===== config.mk =====
export PLATFORM = sky130hd
export DESIGN_NAME = format_string_integer_printer
export DESIGN_NICKNAME = d
export VERILOG_FILES = /design/src/fsip_pkg.sv /design/src/fsip_bcd.sv /design/src/format_string_integer_printer.sv
export SDC_FILE = /design/constraint.sdc
export NUM_CORES = 1
export LEC_CHECK = 0
export ABC_AREA = 1
export BUFFER_PORTS_ARGS = -buffer_cell sky130_fd_sc_hd__buf_2
export CAP_MARGIN = 25
export CORE_ASPECT_RATIO = 1.25
export CORE_UTILIZATION = 50
export DETAILED_ROUTE_END_ITERATION = 16
export PLACE_DENSITY = 0.68
export REMOVE_ABC_BUFFERS = 1
export SLEW_MARGIN = 20
export SYNTH_ARGS = -nofsm -noshare
export SYNTH_HDL_FRONTEND = slang
export SYNTH_SLANG_ARGS = --single-unit

===== constraint.sdc =====
create_clock -name i_clk -period 4 [get_ports i_clk]
set_input_delay 0.2 -clock i_clk [delete_from_list [all_inputs] [get_ports i_clk]]
set_output_delay 0.2 -clock i_clk [all_outputs]
set_load 0.01 [all_outputs]

===== src/fsip_pkg.sv =====
package fsip_pkg;

    localparam int CHAR_W     = 8;
    localparam int ARG_W      = 16;
    localparam int BCD_DIGITS = 5;
    localparam int BCD_W      = 4 * BCD_DIGITS;
    localparam int IDX_W      = $clog2(BCD_DIGITS);
    localparam int STEP_W     = $clog2(ARG_W);

    // character codes
    localparam logic [CHAR_W-1:0] CH_CR    = 8'h0D;
    localparam logic [CHAR_W-1:0] CH_LF    = 8'h0A;
    localparam logic [CHAR_W-1:0] CH_PCT   = 8'h25;
    localparam logic [CHAR_W-1:0] CH_MINUS = 8'h2D;
    localparam logic [CHAR_W-1:0] CH_ZERO  = 8'h30;
    localparam logic [CHAR_W-1:0] CH_NINE  = 8'h39;
    localparam logic [CHAR_W-1:0] CH_C     = 8'h63;
    localparam logic [CHAR_W-1:0] CH_D     = 8'h64;
    localparam logic [CHAR_W-1:0] CH_U     = 8'h75;
    localparam logic [CHAR_W-1:0] CH_XL    = 8'h78;
    localparam logic [CHAR_W-1:0] CH_XU    = 8'h58;

    typedef logic [BCD_W-1:0] t_digits;

    // request to the digit converter
    typedef struct packed {
        logic             start;
        logic             hex;
        logic [ARG_W-1:0] value;
    } t_cvt_req;

    // digit value to ascii, lower or upper case letters
    function automatic logic [CHAR_W-1:0] digit_char(input logic [3:0] nib,
                                                     input logic upper);
        logic [CHAR_W-1:0] c;
        begin
            if (nib < 4'd10) begin
                c = CH_ZERO + {4'd0, nib};
            end else if (upper) begin
                c = 8'h41 + {4'd0, nib - 4'd10};
            end else begin
                c = 8'h61 + {4'd0, nib - 4'd10};
            end
            return c;
        end
    endfunction

endpackage


===== src/fsip_bcd.sv =====
module fsip_bcd
    import fsip_pkg::*;
(
    input  logic     i_clk,
    input  logic     i_rst_n,
    input  t_cvt_req i_req,
    output logic     o_busy,
    output t_digits  o_digits
);

    logic             r_busy;
    logic [STEP_W-1:0] r_step;
    logic [ARG_W-1:0] r_bin;
    t_digits          r_bcd;
    t_digits          w_adj;

    // add-3 correction on every nibble, then one shift per cycle
    always_comb begin
        for (int k = 0; k < BCD_DIGITS; k++) begin
            w_adj[4*k +: 4] = (r_bcd[4*k +: 4] >= 4'd5) ? r_bcd[4*k +: 4] + 4'd3
                                                        : r_bcd[4*k +: 4];
        end
    end

    always_ff @(posedge i_clk) begin
        if (!i_rst_n) begin
            r_busy <= 1'b0;
            r_step <= '0;
        end else if (i_req.start) begin
            r_step <= '0;
            if (i_req.hex) begin
                r_busy <= 1'b0;
                r_bcd  <= t_digits'(i_req.value);
            end else begin
                r_busy <= 1'b1;
                r_bin  <= i_req.value;
                r_bcd  <= '0;
            end
        end else if (r_busy) begin
            r_bcd  <= {w_adj[BCD_W-2:0], r_bin[ARG_W-1]};
            r_bin  <= {r_bin[ARG_W-2:0], 1'b0};
            r_step <= r_step + 1'b1;
            if (r_step == STEP_W'(ARG_W - 1)) begin
                r_busy <= 1'b0;
            end
        end
    end

    assign o_busy   = r_busy;
    assign o_digits = r_bcd;

endmodule


===== src/format_string_integer_printer.sv =====
// format string printer: one format character per input item, zero to ten chars out
// plain text, %c and %% load their char from S_CHAR (S_CR first for a newline)
// conversions wait in S_CONV for the converter (hex loads at once), then size the number
// then the chars follow (sign, zero pad, digits) while the sink is ready
// next item taken the cycle after the last char is registered
// reset (synchronous, active low) returns to plain text mode with pad width 0
module format_string_integer_printer
    import fsip_pkg::*;
#(
    parameter int ARG_BITS = 16
) (
    input  logic        i_clk,
    input  logic        i_rst_n,
    // input item: [7:0] fmt_char, [23:8] arg_value
    input  logic        s_axis_tvalid,
    output logic        s_axis_tready,
    input  logic [23:0] s_axis_tdata,
    // result item: [7:0] out_char, tlast marks the last char of an input item
    output logic        m_axis_tvalid,
    input  logic        m_axis_tready,
    output logic [7:0]  m_axis_tdata,
    output logic        m_axis_tlast
);

    // argument bits that take part, capped at the field width
    localparam int VAL_BITS = (ARG_BITS < ARG_W) ? ARG_BITS : ARG_W;
    localparam logic [ARG_W:0] MASK_EXT = ((ARG_W + 1)'(1) << VAL_BITS) - (ARG_W + 1)'(1);
    localparam logic [ARG_W-1:0] VAL_MASK = MASK_EXT[ARG_W-1:0];
    localparam logic SIGN_SEEN = (ARG_BITS <= ARG_W);

    typedef enum logic [1:0] {
        P_TEXT,   // plain text
        P_OPEN,   // after '%'
        P_ZERO,   // after "%0"
        P_WIDTH   // after the width character
    } t_phase;

    typedef enum logic [2:0] {
        S_IDLE,
        S_PCT,    // leading '%' of an unknown conversion
        S_CR,     // carriage return before a newline
        S_CHAR,   // the single final char
        S_CONV,   // waiting for the digit converter
        S_MINUS,
        S_PAD,
        S_DIG
    } t_state;

    t_state            r_state, n_state;
    t_phase            r_phase, n_phase;
    logic [3:0]        r_pad_width, n_pad_width;
    logic              r_cr, n_cr;
    logic [CHAR_W-1:0] r_char, n_char;
    logic              r_neg, n_neg;
    logic              r_upper, n_upper;
    logic [IDX_W-1:0]  r_dig_idx, n_dig_idx;
    logic [3:0]        r_pad_cnt, n_pad_cnt;
    logic              r_out_valid, n_out_valid;
    logic [CHAR_W-1:0] r_out_char, n_out_char;
    logic              r_out_last, n_out_last;

    logic [CHAR_W-1:0] w_ch;
    logic [ARG_W-1:0]  w_val;
    logic              w_sign;
    logic [ARG_W-1:0]  w_neg_val;
    logic              w_accept;
    logic              w_free;
    logic              w_conv;
    logic [IDX_W:0]    w_ndig;
    logic [3:0]        w_pad_need;
    t_cvt_req          w_req;
    logic              w_bcd_busy;
    t_digits           w_digits;

    assign w_ch      = s_axis_tdata[7:0];
    assign w_val     = s_axis_tdata[23:8] & VAL_MASK;
    assign w_sign    = SIGN_SEEN && w_val[VAL_BITS-1];
    assign w_neg_val = (~w_val + 16'd1) & VAL_MASK;

    assign s_axis_tready = (r_state == S_IDLE);
    assign w_accept      = s_axis_tvalid && s_axis_tready;
    // the output register can take a char this cycle
    assign w_free        = !r_out_valid || m_axis_tready;
    // this character closes a specifier
    assign w_conv = (r_phase == P_OPEN && w_ch != CH_ZERO) || (r_phase == P_WIDTH);

    // significant digits of the converted value, at least one
    always_comb begin
        priority if (w_digits[19:16] != 4'd0) begin
            w_ndig = (IDX_W + 1)'(5);
        end else if (w_digits[15:12] != 4'd0) begin
            w_ndig = (IDX_W + 1)'(4);
        end else if (w_digits[11:8] != 4'd0) begin
            w_ndig = (IDX_W + 1)'(3);
        end else if (w_digits[7:4] != 4'd0) begin
            w_ndig = (IDX_W + 1)'(2);
        end else begin
            w_ndig = (IDX_W + 1)'(1);
        end
    end

    assign w_pad_need = (r_pad_width > 4'(w_ndig)) ? r_pad_width - 4'(w_ndig) : 4'd0;

    always_comb begin
        n_state     = r_state;
        n_phase     = r_phase;
        n_pad_width = r_pad_width;
        n_cr        = r_cr;
        n_char      = r_char;
        n_neg       = r_neg;
        n_upper     = r_upper;
        n_dig_idx   = r_dig_idx;
        n_pad_cnt   = r_pad_cnt;
        n_out_valid = r_out_valid && !m_axis_tready;
        n_out_char  = r_out_char;
        n_out_last  = r_out_last;
        w_req.start = 1'b0;
        w_req.hex   = 1'b0;
        w_req.value = w_val;

        unique case (r_state)
            S_IDLE: begin
                if (w_accept) begin
                    if (w_conv) begin
                        n_phase = P_TEXT;
                        // default: unknown conversion, '%' then the char
                        n_cr    = (w_ch == CH_LF);
                        n_char  = w_ch;
                        n_state = S_PCT;
                        unique case (w_ch)
                            CH_C: begin
                                n_cr    = (w_val[7:0] == CH_LF);
                                n_char  = w_val[7:0];
                                n_state = (w_val[7:0] == CH_LF) ? S_CR : S_CHAR;
                            end
                            CH_PCT: begin
                                n_cr    = 1'b0;
                                n_char  = CH_PCT;
                                n_state = S_CHAR;
                            end
                            CH_D: begin
                                w_req.start = 1'b1;
                                w_req.value = w_sign ? w_neg_val : w_val;
                                n_neg       = w_sign;
                                n_upper     = 1'b0;
                                n_state     = S_CONV;
                            end
                            CH_U: begin
                                w_req.start = 1'b1;
                                n_neg       = 1'b0;
                                n_upper     = 1'b0;
                                n_state     = S_CONV;
                            end
                            CH_XL, CH_XU: begin
                                w_req.start = 1'b1;
                                w_req.hex   = 1'b1;
                                n_neg       = 1'b0;
                                n_upper     = (w_ch == CH_XU);
                                n_state     = S_CONV;
                            end
                            default: begin
                                n_state = S_PCT;
                            end
                        endcase
                    end else begin
                        unique case (r_phase)
                            P_TEXT: begin
                                if (w_ch == CH_PCT) begin
                                    n_pad_width = 4'd0;
                                    n_phase     = P_OPEN;
                                end else begin
                                    n_cr    = (w_ch == CH_LF);
                                    n_char  = w_ch;
                                    n_state = (w_ch == CH_LF) ? S_CR : S_CHAR;
                                end
                            end
                            P_OPEN: begin
                                n_phase = P_ZERO;
                            end
                            default: begin
                                // width character, non-digits saturate to nine
                                n_pad_width = (w_ch >= CH_ZERO && w_ch <= CH_NINE)
                                              ? 4'(w_ch - CH_ZERO) : 4'd9;
                                n_phase     = P_WIDTH;
                            end
                        endcase
                    end
                end
            end
            S_PCT: begin
                if (w_free) begin
                    n_out_valid = 1'b1;
                    n_out_char  = CH_PCT;
                    n_out_last  = 1'b0;
                    n_state     = r_cr ? S_CR : S_CHAR;
                end
            end
            S_CR: begin
                if (w_free) begin
                    n_out_valid = 1'b1;
                    n_out_char  = CH_CR;
                    n_out_last  = 1'b0;
                    n_state     = S_CHAR;
                end
            end
            S_CHAR: begin
                if (w_free) begin
                    n_out_valid = 1'b1;
                    n_out_char  = r_char;
                    n_out_last  = 1'b1;
                    n_state     = S_IDLE;
                end
            end
            S_CONV: begin
                if (!w_bcd_busy) begin
                    n_dig_idx = IDX_W'(w_ndig - 1'b1);
                    n_pad_cnt = w_pad_need;
                    if (r_neg) begin
                        n_state = S_MINUS;
                    end else if (w_pad_need != 4'd0) begin
                        n_state = S_PAD;
                    end else begin
                        n_state = S_DIG;
                    end
                end
            end
            S_MINUS: begin
                if (w_free) begin
                    n_out_valid = 1'b1;
                    n_out_char  = CH_MINUS;
                    n_out_last  = 1'b0;
                    n_state     = (r_pad_cnt != 4'd0) ? S_PAD : S_DIG;
                end
            end
            S_PAD: begin
                if (w_free) begin
                    n_out_valid = 1'b1;
                    n_out_char  = CH_ZERO;
                    n_out_last  = 1'b0;
                    n_pad_cnt   = r_pad_cnt - 4'd1;
                    if (r_pad_cnt == 4'd1) begin
                        n_state = S_DIG;
                    end
                end
            end
            S_DIG: begin
                if (w_free) begin
                    n_out_valid = 1'b1;
                    n_out_char  = digit_char(w_digits[4*r_dig_idx +: 4], r_upper);
                    n_out_last  = (r_dig_idx == '0);
                    if (r_dig_idx == '0) begin
                        n_state = S_IDLE;
                    end else begin
                        n_dig_idx = r_dig_idx - 1'b1;
                    end
                end
            end
            default: begin
                n_state = S_IDLE;
            end
        endcase
    end

    always_ff @(posedge i_clk) begin
        if (!i_rst_n) begin
            r_state     <= S_IDLE;
            r_phase     <= P_TEXT;
            r_pad_width <= 4'd0;
            r_out_valid <= 1'b0;
        end else begin
            r_state     <= n_state;
            r_phase     <= n_phase;
            r_pad_width <= n_pad_width;
            r_out_valid <= n_out_valid;
        end
        r_cr       <= n_cr;
        r_char     <= n_char;
        r_neg      <= n_neg;
        r_upper    <= n_upper;
        r_dig_idx  <= n_dig_idx;
        r_pad_cnt  <= n_pad_cnt;
        r_out_char <= n_out_char;
        r_out_last <= n_out_last;
    end

    // shared shift-add-3 converter, also holds hex digits
    fsip_bcd u_bcd (
        .i_clk    (i_clk),
        .i_rst_n  (i_rst_n),
        .i_req    (w_req),
        .o_busy   (w_bcd_busy),
        .o_digits (w_digits)
    );

    assign m_axis_tvalid = r_out_valid;
    assign m_axis_tdata  = r_out_char;
    assign m_axis_tlast  = r_out_last;

    // pad width never beyond nine
    a_pad_range: assert property (@(posedge i_clk) disable iff (!i_rst_n)
        r_pad_width <= 4'd9)
        else $error("pad width out of range");

    // digits are only read once the converter has finished
    a_dig_ready: assert property (@(posedge i_clk) disable iff (!i_rst_n)
        (r_state == S_DIG || r_state == S_PAD || r_state == S_MINUS) |-> !w_bcd_busy)
        else $error("digits read while converter busy");

    // converter never runs while a new item can be taken
    a_idle_quiet: assert property (@(posedge i_clk) disable iff (!i_rst_n)
        s_axis_tready |-> !w_bcd_busy)
        else $error("converter busy while idle");

    // a pad stage always has at least one zero left
    a_pad_cnt: assert property (@(posedge i_clk) disable iff (!i_rst_n)
        (r_state == S_PAD) |-> (r_pad_cnt != 4'd0))
        else $error("pad stage with empty count");

endmodule

==> impl_metrics.tcl <==
set metrics [dict create \
    status "finished, final reports clean" \
    grt_use_met2_pct 44.77 \
    maxCapViolations 0 \
    die-area_um2 10970 \
    worstSetupPathType "reg2reg" \
    crit_path_max_fanout 4 \
    finalNetCount 785 \
    synthTopCellsByArea "edfxtp_1 (36%), nand2_1 (12%), o21ai_0 (7.4%)" \
    r2r_start "u_bcd.o_digits[16]" \
    place_congestion 0.9329 \
    final-seq-area_um2 2192 \
    drive_above_1_share_pct 11.67 \
    cp_top_family "simple AND/OR/NAND/NOR gates" \
    ys.flop_type "edfxtp_1" \
    top_usage_layer "met2" \
    max_stage_delay_ps 430 \
    io_buffers 38 \
    numCtsBuffers 9 \
    crit_path_start_kind "register" \
    critPathSlowestCell "edfxtp_1" \
    drtIter0Drc 305 \
    dp_hpwl_um 10480 \
    leakagePower_nw 2.620 \
    utilization_pct 58.27 \
    fin_setup_tns_ps 0 \
    grt_pass1_wl_um 21840 \
    dpl_worst_slack_ps 1352 \
    drt-wirelength-per-cell_um 15.58 \
    grt_max_degree 32 \
    yosysWarnings 0 \
    syn_to_final_growth_pct 12.14 \
    cts_buffer_depth 2 \
    hp-start "s_axis_tdata[7]" \
    cts_max_level 3 \
    hold_ws_ps 183.2 \
    yosysSeqAreaShare_pct 41.54 \
    hold_buffers 0 \
    ios 39 \
    maxSlewHeadroom_pct 38.02 \
    rsz0062_at_grt "false" \
    cts_resized 0 \
    synth.distinct_cells 41 \
    yosysTopAreaCell "edfxtp_1" \
    syn_inst 692 \
    fillers 953 \
    wl_um 13500 \
    core_area_um2 10160 \
    clock_latency_ps 330 \
    vias 4765 \
    multi_input_area_um2 2644 \
    avgSynthCellArea_um2 7.627 \
    p_total_mw 2.346 \
    cts_tree "built" \
    path_common_cell "nand2_1" \
    grtUsageTotal_pct 26.52 \
    hold_viol 0 \
    drc_errors 0 \
    period_minus_slack_ps 2697 \
    drt_pass1_iterations 4 \
    ir_worst_vdd_uv 255.9 \
    fp.dieW_um 93.89 \
    die_h_um 116.9 \
    cp_cell_sequence "inv_1, ha_1, inv_1, nor3_1, nand2_1, inv_1, o21ai_0, ha_1, nand2_1, nor2_1, o21ai_0, nand2_1, nand3_1, nand2_1, nand2_1, nand2_1, nand2_1, a21oi_1" \
    holdPathEnd "r_char[7]" \
    reg2reg_depth 18 \
    viasPerCell 5.502 \
    critPathCaptureType "register" \
    grtUsageMet1_pct 31.58 \
    grt_pass1_vias 4619 \
    setup_viol 0 \
    hold_path.class "in2reg" \
    cp_data_arrival_time_ps 2950 \
    required_ps 4260 \
    ff2ff_setup_slack_ps 1300 \
    hold_depth 3 \
    cts-root-buf "clkbuf_16" \
    cts.clk_slew.worst_paths_ps 60 \
    power_density_nw_per_um2 396.4 \
    fin_ws_ps 1303 \
    ys_ff_latch 78 \
    insertedDiodeCount 0 \
    path_buf_inv 3 \
    cts.sinks 78 \
    yosysTopAreaCellShare_pct 35.85 \
    grt_overflow 0 \
    met3_usage_pct 4.199 \
    async_flop_share_pct 0 \
    cts_setup_buffers 0 \
    synth_edf_count 63 \
    skew_ps 9.594 \
    drt.antenna.violating_nets 0 \
    clock.fmax_mhz 370.8 \
    fin_crit_sh_pct 67.42 \
    initial_core_util_pct 51.96 \
    final_max_slew_viol_count 0 \
    synth_area_um2 5278 \
    rows 41 \
    worst_pin_slew_ps 926.3 \
    timing.rr.end "r_state[0]" \
    antenna_found_initial 0 \
]
-- report_power, final --
part           internal, mW  leakage (nW)  switching (mW)  total (mW)
logic                 0.121          1.77           0.273       0.394
registers             0.972         0.690          0.0435        1.02
clock network         0.623         0.165           0.314       0.937
total                  1.72          2.62           0.631        2.35
-- Yosys cell counts, types with 6 or more instances --
| library cell | count |
|---|---|
| inv_1 | 91 |
| nand3_1 | 70 |
| nand2_1 | 172 |
| nor3_1 | 10 |
| o21ai_0 | 78 |
| ha_1 | 24 |
| dfxtp_1 | 15 |
| edfxtp_1 | 63 |
| nor2_1 | 54 |
| a21oi_1 | 37 |
| xor2_1 | 8 |
| inv_2 | 6 |
-- sequential cells by signal, indices dropped and copies added (netlist names) --
signal and cells:
u_bcd.o_busy 1, u_bcd.r_step 4, m_axis_tdata 8, u_bcd.r_bin 16, r_neg 1, r_dig_idx 3
u_bcd.o_digits 20, m_axis_tlast 1, m_axis_tvalid 1, r_phase 2, r_pad_cnt 4, r_upper 1
r_pad_width 4, r_state 3, r_cr 1, r_char 8
-- placed cells by master, fill, tap and decap left out, types with 2 or more instances in the layout --
master and n:
nand2_4 3, o21ai_0 78, xnor2_1 4, inv_2 6, nand2_1 172, edfxtp_1 63, a21oi_2 2, clkinv_1 4
dfxtp_1 15, nor2_2 4, nand2_2 4, clkbuf_16 9, nor2_4 4, nor2_8 2, nor2_1 54, buf_2 38
nor3_1 10, o22ai_1 4, nand4_1 4, a21oi_1 36, inv_1 91, nand3_2 4, bufinv_16 3, o211ai_1 5
xor2_1 8, nand3_1 70, ha_1 24
-- metrics by stage --
| step | std cells | cell area, um2 |
|---|---|---|
| after detailed placement | 850 | 5578 |
| after global placement | 850 | 5578 |
| final | 866 | 5918 |
| after floorplan | 682 | 5215 |
| after global routing | 866 | 5918 |
| after CTS | 866 | 5918 |
-- worst register-to-register path, delay by kind of cell, from the launching register on --
family          cells  cell delay [ps]
simple gates       10             1000
fa+ha+maj           2              520
flops               1              430
compound gates      3              410
buf+inv             3              270
-- cell type report --
class / count / share of cell area, %
Clock buffer: 11 / 4.101
Clock inverter: 5 / 1.649
Inverter: 101 / 6.469
Multi-Input combinational cell: 503 / 44.67
Sequential cell: 78 / 37.04
Tap cell: 129 / 2.727
Timing Repair Buffer: 39 / 3.340
-- logic make-up (layout without fill, tap and decap cells) --
family / after synthesis / in the layout / share of synthesized area, %
adders and majority gates: 25 / 25 / 6.069
and+or+nand+nor: 335 / 335 / 28.71
DFF: 78 / 78 / 41.54
xor gates and xnor gates: 12 / 12 / 1.991
AOI/OAI and AO/OA: 131 / 131 / 13.25
buffers and inverters: 111 / 156 / 8.440
-- routing by layer --
metal | wire length, um | vias to the layer above | share of wire [%]
li1 | - | 2386 | -
met1 | 5735 | 2183 | 42
met2 | 6531 | 156 | 48
met3 | 517 | 40 | 3.8
met4 | 712 | 0 | 5.3
met5 | 0 | - | 0
-- how the worst max path moves through the flow --
stage,from,end,cells after the start
floorplan,r_state[0],u_bcd.o_digits[0],7
global placement,u_bcd.o_digits[16],r_state[0],17
detailed placement,u_bcd.o_digits[16],r_state[0],18
CTS,u_bcd.o_digits[8],r_state[0],18
global route,u_bcd.o_digits[16],r_state[0],18
finish,u_bcd.o_digits[16],r_state[0],18
(Power assumes the default switching activity.)
